### src/rtl/rvcore_pkg.sv
`timescale 1ns / 1ps
// shared types and constants for the rv64i subset core
// no dependencies

package rvcore_pkg;

  localparam int DataBytesDefault = 1024;
  localparam int RegCount         = 32;
  localparam int RegIdxW          = 5;
  localparam int XLen             = 64;

  localparam logic [6:0] OPC_R    = 7'b0110011;
  localparam logic [6:0] OPC_I    = 7'b0010011;
  localparam logic [6:0] OPC_LD   = 7'b0000011;
  localparam logic [6:0] OPC_JALR = 7'b1100111;
  localparam logic [6:0] OPC_SD   = 7'b0100011;
  localparam logic [6:0] OPC_BR   = 7'b1100011;
  localparam logic [6:0] OPC_JAL  = 7'b1101111;

  localparam logic [2:0] F3_ADD  = 3'd0;
  localparam logic [2:0] F3_SLL  = 3'd1;
  localparam logic [2:0] F3_SLT  = 3'd2;
  localparam logic [2:0] F3_DW   = 3'd3;
  localparam logic [2:0] F3_XOR  = 3'd4;
  localparam logic [2:0] F3_SRL  = 3'd5;
  localparam logic [2:0] F3_OR   = 3'd6;
  localparam logic [2:0] F3_AND  = 3'd7;
  localparam logic [2:0] F3_BEQ  = 3'd0;
  localparam logic [2:0] F3_BNE  = 3'd1;
  localparam logic [2:0] F3_BLT  = 3'd4;
  localparam logic [2:0] F3_BGE  = 3'd5;

  localparam logic [6:0] F7_BASE = 7'b0000000;
  localparam logic [6:0] F7_SUB  = 7'b0100000;

  localparam logic ADDR_LAST_INSTR = 1'b0;

  typedef enum logic [2:0] {
    OP_NOP, OP_ALU, OP_LD, OP_SD, OP_BR, OP_JAL, OP_JALR
  } op_t;

  typedef enum logic [2:0] {
    ALU_ADD, ALU_SUB, ALU_SLL, ALU_SLT, ALU_XOR, ALU_SRL, ALU_OR, ALU_AND
  } alu_t;

  typedef enum logic [1:0] {
    BR_EQ, BR_NE, BR_LT, BR_GE
  } br_t;

  typedef struct packed {
    op_t                op;
    alu_t               alu;
    br_t                br;
    logic               use_imm;
    logic [RegIdxW-1:0] rd;
    logic [RegIdxW-1:0] rs1;
    logic [RegIdxW-1:0] rs2;
    logic [31:0]        imm;
  } dec_t;

endpackage

### src/rtl/rvcore_front.sv
`timescale 1ns / 1ps
// front end: accepts instruction words, decodes them and queues the result
// depends on rvcore_pkg

module rvcore_front (
  input  logic               clk,
  input  logic               rst,
  input  logic               enable,
  input  logic               in_valid,
  output logic               in_ready,
  input  logic [31:0]        instr_word,
  output logic               q_valid,
  output rvcore_pkg::dec_t   q_item,
  input  logic               q_pop
);

  function automatic rvcore_pkg::dec_t decode(input logic [31:0] w);
    rvcore_pkg::dec_t d;
    logic [6:0] f7;
    logic [2:0] f3;
    logic       alu_ok;
    f7 = w[31:25];
    f3 = w[14:12];
    d.op      = rvcore_pkg::OP_NOP;
    d.br      = rvcore_pkg::BR_EQ;
    d.use_imm = 1'b0;
    d.rd      = w[11:7];
    d.rs1     = w[19:15];
    d.rs2     = w[24:20];
    d.imm     = {{20{w[31]}}, w[31:20]};
    alu_ok    = 1'b1;
    d.alu     = rvcore_pkg::ALU_ADD;
    unique case (f3)
      rvcore_pkg::F3_ADD: d.alu = rvcore_pkg::ALU_ADD;
      rvcore_pkg::F3_SLL: d.alu = rvcore_pkg::ALU_SLL;
      rvcore_pkg::F3_SLT: d.alu = rvcore_pkg::ALU_SLT;
      rvcore_pkg::F3_XOR: d.alu = rvcore_pkg::ALU_XOR;
      rvcore_pkg::F3_SRL: d.alu = rvcore_pkg::ALU_SRL;
      rvcore_pkg::F3_OR:  d.alu = rvcore_pkg::ALU_OR;
      rvcore_pkg::F3_AND: d.alu = rvcore_pkg::ALU_AND;
      default:            alu_ok = 1'b0;
    endcase
    unique case (w[6:0])
      rvcore_pkg::OPC_R: begin
        if (alu_ok && (f7 == rvcore_pkg::F7_BASE ||
                       (f7 == rvcore_pkg::F7_SUB && f3 == rvcore_pkg::F3_ADD))) begin
          d.op = rvcore_pkg::OP_ALU;
          if (f7 == rvcore_pkg::F7_SUB) begin
            d.alu = rvcore_pkg::ALU_SUB;
          end
        end
      end
      rvcore_pkg::OPC_I: begin
        d.use_imm = 1'b1;
        if (alu_ok && !((f3 == rvcore_pkg::F3_SLL || f3 == rvcore_pkg::F3_SRL) &&
                        w[31:26] != 6'd0)) begin
          d.op = rvcore_pkg::OP_ALU;
        end
      end
      rvcore_pkg::OPC_LD: begin
        if (f3 == rvcore_pkg::F3_DW) begin
          d.op = rvcore_pkg::OP_LD;
        end
      end
      rvcore_pkg::OPC_SD: begin
        d.imm = {{20{w[31]}}, w[31:25], w[11:7]};
        if (f3 == rvcore_pkg::F3_DW) begin
          d.op = rvcore_pkg::OP_SD;
        end
      end
      rvcore_pkg::OPC_BR: begin
        d.imm = {{19{w[31]}}, w[31], w[7], w[30:25], w[11:8], 1'b0};
        d.op  = rvcore_pkg::OP_BR;
        case (f3)
          rvcore_pkg::F3_BEQ: d.br = rvcore_pkg::BR_EQ;
          rvcore_pkg::F3_BNE: d.br = rvcore_pkg::BR_NE;
          rvcore_pkg::F3_BLT: d.br = rvcore_pkg::BR_LT;
          rvcore_pkg::F3_BGE: d.br = rvcore_pkg::BR_GE;
          default:            d.op = rvcore_pkg::OP_NOP;
        endcase
      end
      rvcore_pkg::OPC_JAL: begin
        d.imm = {{11{w[31]}}, w[31], w[19:12], w[20], w[30:21], 1'b0};
        d.op  = rvcore_pkg::OP_JAL;
      end
      rvcore_pkg::OPC_JALR: begin
        if (f3 == rvcore_pkg::F3_ADD) begin
          d.op = rvcore_pkg::OP_JALR;
        end
      end
      default: d.op = rvcore_pkg::OP_NOP;
    endcase
    return d;
  endfunction

  // two-entry queue towards the back end
  rvcore_pkg::dec_t slot [2];
  logic       wr_ptr;
  logic       rd_ptr;
  logic [1:0] count;
  logic       push;

  assign in_ready = enable && (count != 2'd2);
  assign push     = in_valid && in_ready;
  assign q_valid  = (count != 2'd0);
  assign q_item   = slot[rd_ptr];

  always_ff @(posedge clk) begin
    if (rst) begin
      wr_ptr <= 1'b0;
      rd_ptr <= 1'b0;
      count  <= 2'd0;
    end else begin
      if (push) begin
        wr_ptr <= !wr_ptr;
      end
      if (q_pop) begin
        rd_ptr <= !rd_ptr;
      end
      if (push && !q_pop) begin
        count <= count + 2'd1;
      end else if (!push && q_pop) begin
        count <= count - 2'd1;
      end
    end
  end

  always_ff @(posedge clk) begin
    if (push) begin
      slot[wr_ptr] <= decode(instr_word);
    end
  end

endmodule

### config.mk
export PLATFORM = sky130hd
export DESIGN_NAME = rvcore_front
export DESIGN_NICKNAME = d
export VERILOG_FILES = /design/src/rtl/rvcore_pkg.sv /design/src/rtl/rvcore_front.sv
export SDC_FILE = /design/constraint.sdc
export NUM_CORES = 1
export LEC_CHECK = 0
export BUFFER_PORTS_ARGS = -buffer_cell sky130_fd_sc_hd__buf_2
export CAP_MARGIN = 5
export CORE_ASPECT_RATIO = 1.5
export CORE_MARGIN = 8
export CORE_UTILIZATION = 55
export CTS_CLUSTER_DIAMETER = 60
export DETAILED_ROUTE_END_ITERATION = 12
export PLACE_DENSITY_LB_ADDON = 0.05
export SLEW_MARGIN = 15
export SYNTH_ARGS = -nofsm -noshare
export SYNTH_HDL_FRONTEND = slang
export SYNTH_SLANG_ARGS = --single-unit
### constraint.sdc
create_clock -name clk -period 8.2 [get_ports clk]
set_input_delay 0 -clock clk [delete_from_list [all_inputs] [get_ports clk]]
set_output_delay 0 -clock clk [all_outputs]
set_load 0.03 [all_outputs]
# --- Word level (Yosys, flattened, before mapping) ---
# Memory sizes are Yosys's and may differ from the RTL's. A register that Yosys moved wholly into a read port is not among the register bits.
# Index checks and enable logic that the tools add are counted.
word_totals:
  word_cells: 71
  romBits: 0
  memories: 1
  mem_bits_rw: 112
  latch_bits: 0
  ff_bits: 4
classes:
  reduce_logical: 22
  eq_ne: 16
  n_mul: 0
  shifts: 0
  n_addsub: 2
  bitwise_logic: 0
  magnitude_cmp: 0
  n_div: 0
  n_mux: 27
memory_table:
  columns: ["memory", "words", "width", "rd", "rd_clocked_by_memory_dff", "wr", "line_no", "rtl"]
  rows:
  - ["slot", 2, 56, 1, 1, 1, "rvcore_front.sv:97", "rvcore_pkg::dec_t slot [2];"]
op_table:
  columns: ["op", "count"]
  rows:
  - ["20-bit one-hot mux with 3 select lines", 1]
  - ["32-bit two-way mux", 1]
  - ["7-bit by 6-bit == test with 1-bit output, second input constant", 3]
  - ["7-bit == test, second input constant", 3]
  - ["3-bit one-hot mux with 7 select lines", 1]
  - ["3-bit two-way mux", 6]
  - ["3-bit one-hot mux with 6 select lines", 1]
  - ["3-bit == test, second input constant", 4]
  - ["2-bit two-way mux", 6]
  - ["1-bit two-way mux", 9]
  - ["1-bit logical AND", 8]
  - ["7-bit by 2-bit == test with 1-bit output, second input constant", 1]
  - ["7-bit by 5-bit == test with 1-bit output, second input constant", 1]
  - ["7-bit zero test", 1]
  - ["7-bit OR reduction", 1]
  - ["3-bit by 2-bit == test with 1-bit output, second input constant", 2]
  - ["2-bit one-hot mux with 3 select lines", 1]
  - ["6-bit nonzero test", 1]
  - ["1-bit zero test", 5]
  - ["4-bit two-way mux", 1]
  - ["2-bit nonzero test", 2]
  - ["4-bit OR reduction", 1]
  - ["3-bit by 1-bit == test with 1-bit output, second input constant", 1]
  - ["3-bit zero test", 1]
  - ["other kinds (4)", 5]

# --- Longest topological paths before layout ---
depth:
  word_depth: 8
  depth_mapped: 7
  depth_no_buf: 7

# --- Worst setup path before layout ---
# No wires, ideal clock.
synth_timing:
  path_kind: "register to register"
  startpoint: "reg count[0]"
  endpoint: "mem slot[0][0] (netlist name), enable pin"
  path_stages_with_launch: 3
  path_slack_ps: 5295
  t_arrival_ps: 2457
  cell_sequence: "dfxtp_1 o211ai_1 nor2_1"
synth_via:
  elab_chain_cells: 5
synth_lines:
  columns: ["element", "line_no", "rtl"]
  rows:
  - ["start, declared", "rvcore_front.sv:100", "logic [1:0] count;"]
  - ["start signal, assigned", "rvcore_front.sv:121", "count <= count + 2'd1;"]
  - ["start signal, assigned", "rvcore_front.sv:123", "count <= count - 2'd1;"]
  - ["2-bit inequality test", "rvcore_front.sv:103", "assign in_ready = enable && (count != 2'd2);"]
  - ["1-bit logical AND", "rvcore_front.sv:103", null]
  - ["1-bit logical AND", "rvcore_front.sv:104", "assign push = in_valid && in_ready;"]
  - ["1-bit two-way mux", "rvcore_front.sv:129", "if (push) begin"]
  - ["1-bit two-way mux (not written as such)", "rvcore_front.sv:130", "slot[wr_ptr] <= decode(instr_word);"]
  - ["end, declared", "rvcore_front.sv:97", null]
# Every way passes these cells.

==> metrics.yaml <==
final_common_cell: "buf_2"
grtUsageMet1: 0.164
syn-cell-area_um2: 3930
rows: 37
synthCells: 238
synth_cell_types: 36
async_flop_share: 0
min_period_ps: 2140
dp_hpwl_mm: 5.09
grt_usage: 0.156
drc: 0
drive_gt1_frac: 0.469
cts_sinks: 95
slew_headroom: 0.269
layout_common_cells: "buf_2, edfxtp_1, mux2_2"
start_util: 0.570
outcome: "finished, final reports clean"
path_delay_family: "flip-flops"
place.gp.congestion: 0.828
cts_max_level: 3
ios: 95
numPortBuffers: 94
synth_warnings: 0
clock_latency_ps: 350
met3_usage: 0.0389
cp.arrival_ps: 2140
wl_per_cell_um: 17.7
fin_setup_tns_ps: 0
yosys.area.top_type: "edfxtp_1"
grt-ovfl-total: 0
dr.pass1.iters: 4
synth.ff_latch_count: 95
finalHoldViolations: 0
power_density_nw_per_um2: 214
dpl_worst_slack_ps: 6250
use_met2: 0.278
peakVddDrop_uv: 164
area.growth.synth_to_final_pct: 23.6
busiest_layer: "met2"
die_h_um: 120
cp_slowest_cell: "dfxtp_2"
grt_max_degree: 46
cts_buffers: 9
fin_ws_ps: 6060
n_antenna_cell: 0
via_count: 2309
tightest_slew_ps: 1100
vias_per_cell: 5.32
antenna_found_initial: 0
grt_pass1_vias: 2504
synth-edff-count: 90
wirelength_mm: 7.69
rsz0062_at_grt: "no"
syn_nets: 276
drtAntennaViolNets: 0
synth_area_leaders: "edfxtp_1, mux2_2, dfxtp_1"
die-area_um2: 10200
cap_violations: 0
cts_tree: "done"
fmax_ghz: 0.468
critPathBufInv: 1
cp-start-kind: "register"
cts_root_buf: "clkbuf_8"
end_kind: "primary output"
reg2reg_slack_ps: 6250
path_clk_slew_ps: 80
ff_latch_area_um2: 2800
finalInstanceArea_um2: 4850
slowest_delay_ps: 1060
synthFlopType: "edfxtp_1"
crit_chain: "mux2_2 > buf_2"
finClkSkew_ps: 5.72
worst-setup-path-type: "register to primary output"
placed_area_um2: 4420
finalCritPeriodShare: 0.260
initialDrtViolationCount: 124
num-fill-cells: 485
grt_pass1_wl_mm: 12.3
die_w_um: 85.0
required_ps: 8200
setup_viol_count_final: 0
cts-resized-gates: 0
cts.path.max_buffers: 2
timing.final.max_slew_violations: 0
synth_top_area_frac: 0.688
finalNetCount: 390
multi_input_area_um2: 985
core_area_um2: 6900
hold_class: "primary input to register"
cp_max_fo: 45
synth_seq_area_share: 0.713
avgSynthCellArea_um2: 16.5
leakage_nw: 1.86
[power by group]
part	leakage (nW)	switching (mW)	internal [mW]
combinational	0.906	0.115	0.0691
sequential	0.857	0.0154	0.559
clock	0.0957	0.144	0.137
total	1.86	0.274	0.765
[Yosys cell counts, types with 2 or more instances]
| master | count |
|---|---|
| a21o_1 | 8 |
| buf_1 | 4 |
| buf_2 | 2 |
| buf_4 | 11 |
| clkbuf_1 | 3 |
| dfxtp_1 | 5 |
| edfxtp_1 | 90 |
| inv_1 | 10 |
| mux2_2 | 49 |
| nand2_1 | 2 |
| nand3_1 | 3 |
| nand4_1 | 2 |
| nor2_1 | 11 |
| nor2b_1 | 4 |
| nor3_1 | 2 |
| nor3b_1 | 3 |
| o21ai_0 | 4 |
| or3_1 | 4 |
| xnor2_1 | 3 |
| xor2_1 | 2 |
[worst paths after layout]
| check | cells after the start | endpoint | start |
|---|---|---|---|
| setup / recovery | 2 | q_item[21] | register |
| hold / removal | 3 | slot[0][47]$_DFFE_PP_ | instr_word[4] |
| setup reg to reg | 6 | count[1]$_SDFFE_PP0P_ | count[1]$_SDFFE_PP0P_ |
| hold reg to reg | 2 | count[1]$_SDFFE_PP0P_ | count[1]$_SDFFE_PP0P_ |
[kinds of logic (layout without fill, tap and decap cells)]
logic type | after synthesis | count (layout) | share of synthesized area
buffers and inverters | 30 | 148 | 0.0398
adder cells (fa/ha/maj) | 1 | 1 | 0.00318
XOR/XNOR | 5 | 5 | 0.0111
AO/OA/AOI/OAI | 20 | 20 | 0.0366
AND/OR/NAND/NOR | 38 | 38 | 0.0554
flip-flops | 95 | 95 | 0.713
multiplexers | 49 | 49 | 0.140
[area by class of cell]
class | count | area share
tap | 78 | 0.0201
sequential | 95 | 0.578
inverter | 10 | 0.00773
clock buffer | 10 | 0.0263
timing repair buffer | 123 | 0.155
multi-input combinational | 113 | 0.203
clock inverter | 5 | 0.0103
[through the flow]
step | std cells | power, mW | utilization | hold WS [ps]
after floorplan | 238 | 0.711 | - | 69.1
after global placement | 393 | 0.759 | 0.640 | 199
after detailed placement | 393 | 0.762 | 0.640 | 205
after CTS | 434 | 1.05 | 0.704 | 36.6
after global routing | 434 | 1.08 | 0.704 | 69.1
final | 434 | 1.04 | 0.704 | 61.2
[state kept, by name, indices dropped and copies added, names as in the netlist, named ones only]
register  flops
count         2
wr_ptr        1
rd_ptr        1
slot         90
[worst reg2reg max path: stages, from the launching register on]
cell and delay [ps]:
dfxtp_1 370, inv_1 60, o211ai_1 520, inv_1 100
ha_1 330, or3_1 360, a21oi_1 140
[routing by layer]
layer | vias to the layer above | wire (um)
li1 | 1113 | -
met4 | 0 | 131
met3 | 9 | 365
met2 | 66 | 4150
met1 | 1121 | 3040
met5 | - | 0
[what timing repair did]
| action | CTS | global route |
|---|---|---|
| hold buffers | 26 | 0 |
| setup buffers | 0 | 0 |
| hold endpoints to repair | 67 | 0 |
Note: power is estimated with default switching activity, not from simulation.
